`config.mk`:
```
export PLATFORM = sky130hd
export DESIGN_NAME = vrl_ctrl
export DESIGN_NICKNAME = d
export VERILOG_FILES = /design/src/rtl/core/vrl_pkg.sv /design/src/rtl/core/vrl_ctrl.sv
export SDC_FILE = /design/constraint.sdc
export NUM_CORES = 1
export LEC_CHECK = 0
export BUFFER_PORTS_ARGS = -buffer_cell sky130_fd_sc_hd__buf_2
export CAP_MARGIN = 10
export CORE_AREA = 2 2 39 41
export CTS_BUF_LIST = sky130_fd_sc_hd__clkbuf_4 sky130_fd_sc_hd__clkbuf_8
export CTS_CLUSTER_DIAMETER = 120
export CTS_CLUSTER_SIZE = 8
export DETAILED_ROUTE_END_ITERATION = 8
export DIE_AREA = 0 0 41 43
export PLACE_DENSITY = 0.77
export SLEW_MARGIN = 40
export SYNTH_ARGS = -nofsm -noshare
export SYNTH_HDL_FRONTEND = slang
export SYNTH_SLANG_ARGS = --single-unit
```
`constraint.sdc`:
```
create_clock -name clk -period 4.25 [get_ports clk]
set_input_delay 0.2125 -clock clk [delete_from_list [all_inputs] [get_ports clk]]
set_output_delay 0.2125 -clock clk [all_outputs]
set_load 0.005 [all_outputs]
```
`src/rtl/core/vrl_pkg.sv`:
```
// shared types, constants and elaboration-time table functions for the voice ring led frame
package vrl_pkg;

  localparam int GRID_SIZE_DEF  = 5;
  localparam int SINE_DEPTH_DEF = 256;

  localparam int LVL_W     = 11;
  localparam int TIME_W    = 32;
  localparam int GAIN_W    = 8;
  localparam int RAD_W     = 16;
  localparam int DIST_W    = 17;  // covers the corner distance of the largest grid
  localparam int COORD_W   = 3;
  localparam int BRIGHT_W  = 8;
  localparam int SINE_W    = 16;
  localparam int CFG_IDX_W = 2;

  localparam logic [CFG_IDX_W-1:0] REG_ATTACK  = 2'd0;
  localparam logic [CFG_IDX_W-1:0] REG_RELEASE = 2'd1;

  localparam logic [GAIN_W-1:0] ATTACK_RESET  = 8'd90;
  localparam logic [GAIN_W-1:0] RELEASE_RESET = 8'd15;
  localparam logic [RAD_W-1:0]  INNER_RESET   = 16'd2458;
  localparam logic [RAD_W-1:0]  OUTER_RESET   = 16'd6554;

  localparam logic [LVL_W-1:0] LEVEL_MAX     = 11'd1152;
  localparam logic [31:0]      PHASE_PER_MS  = 32'd1913983;
  localparam logic [RAD_W-1:0] TARGET_BASE   = 16'd2458;
  localparam logic [RAD_W-1:0] OUTER_OFFSET  = 16'd4096;
  localparam logic [15:0]      BRIGHT_I_BASE = 16'd28160;
  localparam logic [15:0]      BRIGHT_E_BASE = 16'd15360;
  localparam logic [DIST_W-1:0] HALO_ONE     = 17'd8192;

  // reciprocal multipliers: floor(n/d) = (n * RECIP) >> shift over the value ranges used
  localparam logic [18:0] RECIP15 = 19'd279621;   // shift 22
  localparam logic [18:0] RECIP9  = 19'd466034;   // shift 22
  localparam logic [20:0] RECIP7  = 21'd1198373;  // shift 23
  localparam logic [15:0] RECIP20 = 16'd52429;    // shift 20

  localparam longint unsigned POLY_A   = 64'd102944;
  localparam longint unsigned POLY_B   = 64'd37408;
  localparam longint unsigned POLY_C   = 64'd4640;
  localparam longint unsigned SINE_ONE = 64'd16384;

  typedef struct packed {
    logic load;
    logic phase;
    logic index;
    logic lookup;
    logic breath;
    logic target;
    logic step;
    logic update;
    logic issue;
    logic last;
  } vrl_cmd_t;

  typedef struct packed {
    logic adv;
    logic frame_done;
  } vrl_stat_t;

  // quarter-wave polynomial, u in Q16, result in Q1.14 with the quadrant sign applied
  function automatic logic signed [SINE_W-1:0] sine_poly(input longint unsigned u,
                                                         input logic neg);
    longint unsigned u2;
    longint unsigned t1;
    longint unsigned t2;
    longint unsigned s;
    logic signed [SINE_W-1:0] mag;
    u2 = (u * u) >> 16;
    t1 = POLY_B - ((POLY_C * u2) >> 16);
    t2 = POLY_A - ((u2 * t1) >> 16);
    s  = (u * t2) >> 18;
    if (s > SINE_ONE) begin
      s = SINE_ONE;
    end
    mag = SINE_W'(s);
    return neg ? -mag : mag;
  endfunction

  // bitwise integer square root, only used for constant tables
  function automatic longint unsigned isqrt_const(input longint unsigned v);
    longint unsigned r;
    longint unsigned rem;
    longint unsigned bit_v;
    r   = 64'd0;
    rem = v;
    for (int i = 0; i < 32; i++) begin
      bit_v = 64'd1 << (62 - 2 * i);
      if (rem >= r + bit_v) begin
        rem = rem - (r + bit_v);
        r   = (r >> 1) + bit_v;
      end else begin
        r = r >> 1;
      end
    end
    return r;
  endfunction

endpackage

```
`src/rtl/core/vrl_ctrl.sv`:
```
// frame sequencer: setup steps, pixel scan and drain
module vrl_ctrl #(
  parameter int GRID_SIZE = vrl_pkg::GRID_SIZE_DEF,
  localparam int CNT_W = $clog2(GRID_SIZE)
) (
  input  logic               clk,
  input  logic               rst,
  input  logic               in_valid,
  output logic               in_stall,
  input  vrl_pkg::vrl_stat_t stat,
  output vrl_pkg::vrl_cmd_t  cmd,
  output logic [CNT_W-1:0]   pix_x,
  output logic [CNT_W-1:0]   pix_y
);
  import vrl_pkg::*;

  localparam logic [3:0] ST_IDLE   = 4'd0;
  localparam logic [3:0] ST_PHASE  = 4'd1;
  localparam logic [3:0] ST_INDEX  = 4'd2;
  localparam logic [3:0] ST_LOOKUP = 4'd3;
  localparam logic [3:0] ST_BREATH = 4'd4;
  localparam logic [3:0] ST_TARGET = 4'd5;
  localparam logic [3:0] ST_STEP   = 4'd6;
  localparam logic [3:0] ST_UPDATE = 4'd7;
  localparam logic [3:0] ST_PIXEL  = 4'd8;
  localparam logic [3:0] ST_DRAIN  = 4'd9;

  localparam logic [CNT_W-1:0] CNT_MAX = CNT_W'(GRID_SIZE - 1);

  logic [3:0]       state;
  logic [3:0]       state_next;
  logic [CNT_W-1:0] x_cnt;
  logic [CNT_W-1:0] x_cnt_next;
  logic [CNT_W-1:0] y_cnt;
  logic [CNT_W-1:0] y_cnt_next;
  logic             last_pix;

  assign last_pix = (x_cnt == CNT_MAX) && (y_cnt == CNT_MAX);

  always_comb begin
    state_next = state;
    x_cnt_next = x_cnt;
    y_cnt_next = y_cnt;
    cmd        = '0;
    unique case (state)
      ST_IDLE: begin
        if (in_valid) begin
          cmd.load   = 1'b1;
          state_next = ST_PHASE;
        end
      end
      ST_PHASE: begin
        cmd.phase  = 1'b1;
        state_next = ST_INDEX;
      end
      ST_INDEX: begin
        cmd.index  = 1'b1;
        state_next = ST_LOOKUP;
      end
      ST_LOOKUP: begin
        cmd.lookup = 1'b1;
        state_next = ST_BREATH;
      end
      ST_BREATH: begin
        cmd.breath = 1'b1;
        state_next = ST_TARGET;
      end
      ST_TARGET: begin
        cmd.target = 1'b1;
        state_next = ST_STEP;
      end
      ST_STEP: begin
        cmd.step   = 1'b1;
        state_next = ST_UPDATE;
      end
      ST_UPDATE: begin
        cmd.update = 1'b1;
        state_next = ST_PIXEL;
      end
      ST_PIXEL: begin
        cmd.issue = 1'b1;
        cmd.last  = last_pix;
        if (stat.adv) begin
          if (last_pix) begin
            x_cnt_next = '0;
            y_cnt_next = '0;
            state_next = ST_DRAIN;
          end else if (x_cnt == CNT_MAX) begin
            x_cnt_next = '0;
            y_cnt_next = y_cnt + 1'b1;
          end else begin
            x_cnt_next = x_cnt + 1'b1;
          end
        end
      end
      ST_DRAIN: begin
        if (stat.frame_done) begin
          state_next = ST_IDLE;
        end
      end
      default: begin
        state_next = ST_IDLE;
      end
    endcase
  end

  always_ff @(posedge clk) begin
    if (rst) begin
      state <= ST_IDLE;
      x_cnt <= '0;
      y_cnt <= '0;
    end else begin
      state <= state_next;
      x_cnt <= x_cnt_next;
      y_cnt <= y_cnt_next;
    end
  end

  assign in_stall = (state != ST_IDLE);
  assign pix_x    = x_cnt;
  assign pix_y    = y_cnt;

endmodule

```
## Word-level counts from Yosys, hierarchy flattened

Index checks and enable logic that the tools add are counted.

| word-level totals | value |
|---|---|
| output and inout bits | 17 |
| input bits | 5 |
| word-level logic and storage cells | 46 |
| register bits after elaboration | 10 |

| cells by class | value |
|---|---|
| $add $sub $neg | 2 |
| reduce and logical (&&, ||, !) cells | 7 |
| muxes and demuxes | 19 |
| equal/unequal tests | 15 |

Operator list:

| cell | number |
|---|---|
| $pmux 4 s10 | 1 |
| $eq 4x3->1 const B | 4 |
| $mux 4 | 4 |
| $mux 3 | 4 |
| $mux 1 | 9 |
| $eq 4x2->1 const B | 2 |
| $eq 4x4->1 const B | 2 |
| $ne 2x2->1 const B | 4 |
| $add 3x1->3 const B | 2 |
| $eq 3x3->1 const B | 2 |
| $eq 4x1->1 const B | 1 |
| $logic_not 4->1 | 1 |
| $reduce_and 4->1 | 1 |
| $reduce_bool 4->1 | 1 |
| $reduce_and 3->1 | 1 |
| $mux 2 | 1 |
| $reduce_and 2->1 | 1 |
| $reduce_bool 2->1 | 1 |
| $logic_and 1x1->1 | 1 |

## Depth between registers and ports, before layout

Gate-level depths: netlist of the first run.

| logic depth | value |
|---|---|
| word-level depth | 5 |
| gate-level depth with buffers | 6 |
| mapped depth without buffers | 6 |

## Least setup slack after synthesis of the first run

Ideal clock, no wire load.

| path | value |
|---|---|
| path kind | register -> register |
| start point | register state[2] |
| end point | register x_cnt[0] (netlist: pix_x[0]) |
| setup slack | 2.861 ns |
| buffers on the path | 1 |
| library setup time | 0.067 ns |
| clock period less this slack | 1.389 ns |
| cell stages (with the launch flop) | 6 |
| data arrival time | 1.322 ns |
| required time | 4.183 ns |
| cells stage by stage | dfxtp_1 > buf_6 > nor4b_4 > nand2_2 > a211o_1 > a21oi_2 |

| on the way | value |
|---|---|
| longest elaborated chain between the ends | 2 |

Ends and longest elaborated chain:

| item | RTL line | RTL |
|---|---|---|
| start, declared | vrl_ctrl.sv:30 | `logic [3:0] state;` |
| start signal, assigned | vrl_ctrl.sv:113 | `state <= state_next;` |
| $eq 4x4->1 | vrl_ctrl.sv:45 | `unique case (state)` |
| $reduce_and 2->1 (no line) | -- |  |
| end signal, assigned | vrl_ctrl.sv:114 | `x_cnt <= x_cnt_next;` |
| end, declared | vrl_ctrl.sv:32 | `logic [CNT_W-1:0] x_cnt;` |

No other way between the ends.
A chain may end at the register's enable or synchronous reset.

==> results_dict.tcl, run 1 <==
set metrics [dict create \
    start_util_pct 46.2 \
    rrSetupSlack_ns 2.69 \
    synth.area.top_cells "dfxtp_1 (31%), ha_1 (7.8%), nor3_1 (7.0%)" \
    syn-num-nets 93 \
    grt_setup_unrepaired "false" \
    final_hold_viol_count 0 \
    synth_area_um2 639 \
    ant_nets 0 \
    cp_cell_sequence "nor4b_4 -> inv_1 -> nor2_1 -> buf_2" \
    cts_tree "done" \
    critPathMaxFanout 12 \
    min_delay_path_depth 3 \
    clk_latency_ns 0.26 \
    startpoint_type "register" \
    seq_area_frac_synth_pct 31.3 \
    synth_warnings 0 \
    r2r-start "state[3]" \
    synth_compound_area_share_pct 13.5 \
    viasPerCell 5.27 \
    worst_pin_slew_ns 0.449 \
    ys_ff_latch 10 \
    max_freq_mhz 570 \
    crit_path_end_kind "output pin" \
    num_vias 627 \
    final_max_slew_viol_count 0 \
    drt-initial-drc-count 9 \
    dieWidth_um 41 \
    finalCritPeriodShare_pct 41.3 \
    clk_path_buf_depth 2 \
    fp.dieArea_mm2 0.00176 \
    portBuffers 21 \
    synth_cells 84 \
    required_ns 4.04 \
    hold_end "state[0]" \
    rows 14 \
    yosys.area_share.simple_pct 35.8 \
    power.density_mw_per_mm2 367 \
    max_stage_delay_ns 0.53 \
    wirelength_um 1280 \
    reg2regPathDepth 4 \
    drv_cap 0 \
    crit_family "simple AND/OR/NAND/NOR gates" \
    synthXorXnorAreaFrac_pct 2.74 \
    ys_async_sr_fraction_pct 0 \
    pin_count 22 \
    ys.flop_type "dfxtp_1" \
    core_area_mm2 0.00138 \
    p_leak_nw 0.328 \
    layout-drive-gt1-share_pct 26.2 \
    yosys-top-cells-count "dfxtp_1 (10), nand2_1 (10), nor2_1 (10)" \
    seq_area_um2 200 \
    place.gp.congestion 0.820 \
    area_growth_syn_to_layout_pct 17.8 \
    ir_drop_mv 0.174 \
    slew-limit-headroom_pct 70.1 \
    clock-root-buffer "clkbuf_4" \
    cp-startpoint "state[3]" \
    synth_top_family_by_area "simple AND/OR/NAND/NOR gates" \
    drtPass1Iterations 4 \
    synthAdderAreaFrac_pct 7.83 \
    min_from "stat[0]" \
    synth.top_cell.area_share_pct 31.3 \
    htree_levels 1 \
    worst-path-buf-inv 2 \
    wl_per_cell_um 10.8 \
    status "completed" \
    muxShareOfSynthArea_pct 0 \
    crit_type "reg -> out" \
    grt_start_max_net_pins 13 \
    multi_input_area_um2 383 \
    synth_cell_types 28 \
    yosysTopAreaCell "dfxtp_1" \
    fillers 144 \
    cts-buffers-inserted 3 \
    nets 114 \
    cts.sinks 10 \
    crit_slowest_cell "dfxtp_1" \
    grt_pass1_wl_um 1980 \
    cts_hold_buf 0 \
    synth_edf_count 0 \
    syn_avg_cell_area_um2 7.61 \
    drcViolationCount 0 \
    fp.dieH_um 43 \
    min_path_type "in -> reg" \
    r2r_end "pix_x[0]" \
    final.setup.tns_ns 0 \
    clk_pin_slew_ns 0.06 \
    hold-worst-slack_ns 0.238 \
    grt_pass1_vias 482 \
    finClkSkew_ns 0.000794 \
    cts_setup_buffers 0 \
    diodes 0 \
    grt_overflow 0 \
    arrival_ns 1.54 \
    setup_viol_count_final 0 \
    track_usage_pct 16.5 \
    antenna_found_initial 0 \
    cts-resized-gates 0 \
    period_minus_slack_ns 1.75 \
    dp_hpwl_um 940 \
]
[through the flow]
step                      instance area, um2  utilization (%)  setup WS, ns  instances  power (mW)
after CTS                                753             54.4          2.48        119       0.281
after detailed placement                 731             52.8          2.70        116       0.217
after floorplan                          639                -          2.86         84       0.195
after global routing                     753             54.4          2.34        119       0.300
final                                    753             54.4          2.50        119       0.277
after global placement                   731             52.8          2.76        116       0.215
[state kept, by name, indices dropped and copies added, names as in the netlist]
| signal | count |
|---|---|
| pix_y | 3 |
| pix_x | 3 |
| state | 4 |
[cells in the final DEF (no fill, tap or decap)]
master	synthesis	layout
nand3_1	1	1
nor4_1	1	1
nor4b_4	1	1
a31oi_1	1	1
o21ai_1	1	1
xnor2_1	1	1
nor3_1	9	9
o21ai_0	2	2
ha_1	4	4
buf_2	0	21
nand3b_1	1	1
inv_1	6	6
nand4_1	2	2
a21oi_2	1	1
a211o_1	1	1
dfxtp_1	10	10
and4_1	1	1
and3_1	1	1
or2b_1	1	1
nor2_1	10	10
nand2b_1	3	3
o41ai_1	2	2
nand2_1	10	10
xor2_1	1	1
nand2_2	1	1
nor2b_1	1	1
a21oi_1	6	6
clkbuf_4	0	3
[per-layer routing]
layer	wire length, um	track usage (%)	up-vias
li1	-	-	329
met1	616	20.1	281
met2	581	23.1	13
met3	56	6.81	4
met4	27	10.0	0
met5	0	0	-
[worst max path at each step]
stage	endpoint	slack, ns	cells past startpoint
after CTS	cmd[0]	2.48	4
after global routing	cmd[0]	2.34	4
after global placement	pix_x[0]	2.76	4
after floorplan	pix_x[0]	2.86	5
after detailed placement	pix_x[0]	2.70	4
final	cmd[0]	2.50	4
[power breakdown]
part           internal, mW  switching, mW
logic                0.0423         0.0407
clock network        0.0326         0.0297
registers             0.103         0.0280
total                 0.178         0.0985
[tightest hold or removal path: cells and delay by family]
kind	cells	cell delay [ns]
AOI/OAI and AO/OA	1	0.06
and+or+nand+nor	1	0.11
buffers and inverters	1	0.07
[area by class of cell]
cell class / count / area share (%)
clock buffer: 3 / 2.99
inverter: 6 / 2.99
multi-input combinational: 63 / 50.8
sequential: 10 / 26.6
timing repair buffer: 21 / 14.0
tap: 16 / 2.66
[logic make-up after synthesis]
family,count (synthesis)
DFF,10
adders and majority gates,4
buffers and inverters,11
AOI/OAI and AO/OA,14
xor gates and xnor gates,2
and+or+nand+nor,43
No activity file was read; power rests on OpenSTA's default activity.
==> inputs of run 2 (changes only) <==
==> constraint.sdc (replaced) <==
create_clock -name clk -period 1.8 [get_ports clk]
set_input_delay 0.09 -clock clk [delete_from_list [all_inputs] [get_ports clk]]
set_output_delay 0.09 -clock clk [all_outputs]
set_load 0.005 [all_outputs]
==> results_dict.tcl, run 2 (synthesis gave the netlist of run 1 again) <==
set metrics [dict create \
    status "completed" \
    finClkSkew_ns 0.000675 \
    final_common_cell "buf_2" \
    power.total_mw 0.679 \
    clock_power_share_pct 22.2 \
    drtPass1Iterations 4 \
    min_path_type "in -> reg" \
    num_vias 630 \
    crit_path_end_kind "output pin" \
    grt_overflow 0 \
    viasPerCell 5.21 \
    fin_ws_ns 0.238 \
    pwr-share-seq_pct 41.2 \
    slew-limit-headroom_pct 71.8 \
    fp.dieArea_mm2 0.00176 \
    grt_start_max_net_pins 12 \
    cts_setup_buffers 0 \
    drv_cap 0 \
    final_max_slew_viol_count 0 \
    diodes 0 \
    grt_setup_unrepaired "false" \
    period_minus_slack_ns 1.56 \
    wl_per_cell_um 10.8 \
    clk_pin_slew_ns 0.06 \
    power.density_mw_per_mm2 884 \
    arrival_ns 1.47 \
    cts-buffers-inserted 3 \
    wirelength_um 1300 \
    dp_hpwl_um 970 \
    final.setup.tns_ns 0 \
    drt-initial-drc-count 10 \
    power_frac_comb_pct 36.6 \
    p_leak_nw 0.339 \
    cts_hold_buf 0 \
    portBuffers 21 \
    pin_count 22 \
    track_usage_pct 16.9 \
    nets 116 \
    swShare_pct 35.9 \
    largest_register "state" \
    cts-resized-gates 0 \
    setup_viol_count_final 0 \
    layout-drive-gt1-share_pct 27.6 \
    grt_pass1_vias 504 \
    cts.sinks 10 \
    layout_common_cells "buf_2 (21), nor2_1 (10), nand2_1 (10), dfxtp_1 (10), nor3_1 (9)" \
    ant_nets 0 \
    dieWidth_um 41 \
    final_hold_viol_count 0 \
    drcViolationCount 0 \
    required_ns 1.71 \
    startpoint_type "register" \
    place_area_um2 746 \
    ir_drop_mv 0.464 \
    internal_power_mw 0.435 \
    htree_levels 1 \
    finalCritPeriodShare_pct 86.8 \
    fp.dieH_um 43 \
    crit_type "reg -> out" \
    start_util_pct 46.2 \
    worst_pin_slew_ns 0.422 \
    place.gp.congestion 0.817 \
    antenna_found_initial 0 \
    grt_pass1_wl_um 2070 \
    place_ws_ns 0.319 \
    core_area_mm2 0.00138 \
    cts_tree "done" \
    area_growth_syn_to_layout_pct 20.2 \
    clk_latency_ns 0.26 \
    final_area_um2 768 \
    power_switching_mw 0.244 \
    clock-root-buffer "clkbuf_4" \
    critPathMaxFanout 10 \
    clk_path_buf_depth 2 \
    largest_reg_flops 4 \
    max_freq_mhz 640 \
    rows 14 \
]
[run 2: changes by cell type in the layout (fill, tap and decap cells not counted)]
cell	previous run	this run
buf_4	0	2
[run 2: power groups by stage]
| stage | Clock, mW | Sequential [mW] | Combinational, mW |
|---|---|---|---|
| 6_report | 0.151 | 0.279 | 0.249 |
| 5_1_grt | 0.160 | 0.284 | 0.279 |
| 4_1_cts | 0.155 | 0.279 | 0.251 |
| 3_5_place_dp | 0 | 0.284 | 0.249 |
| 3_3_place_gp | 0 | 0.284 | 0.244 |
| 2_1_floorplan | 0 | 0.264 | 0.198 |
[run 2: worst paths after layout]
check	start	endpoint	slack, ns	depth (start not counted)
worst max-delay path	state[2]	cmd[0]	0.24	4
worst min-delay path	stat[0]	state[0]	0.11	3
worst max register to register	state[2]	pix_y[2]	0.29	4
worst min register to register	pix_y[1]	pix_y[1]	0.50	2
[run 2: metrics by stage]
step                      std cells  hold WS, ns  util, %
after floorplan                  84        0.191        -
after global placement          118        0.392     53.9
after detailed placement        118        0.387     53.9
after CTS                       121        0.106     55.5
after global routing            121        0.138     55.5
final                           121        0.108     55.5
[run 2: critical path, stage by stage (launching register included)]
cell     delay, ns
dfxtp_1       0.42
nor4b_4       0.50
inv_1         0.08
nor2_1        0.10
buf_2         0.12
[run 2: layout make-up]
class | count | area [um2]
Fill cell | 135 | 616
Multi-Input combinational cell | 63 | 383
Sequential cell | 10 | 200
Timing Repair Buffer | 23 | 120
Clock buffer | 3 | 22.5
Inverter | 6 | 22.5
Tap cell | 16 | 20.0
[run 2: per-layer routing]
| layer | wire length, um | part of all wire [%] | vias to the layer above | GRT usage, % |
|---|---|---|---|---|
| li1 | - | - | 328 | - |
| met1 | 589 | 45 | 284 | 22.7 |
| met2 | 629 | 48 | 16 | 23.8 |
| met3 | 72 | 5.5 | 2 | 6.81 |
| met4 | 11 | 0.84 | 0 | 6.00 |
| met5 | 0 | 0 | - | 0 |
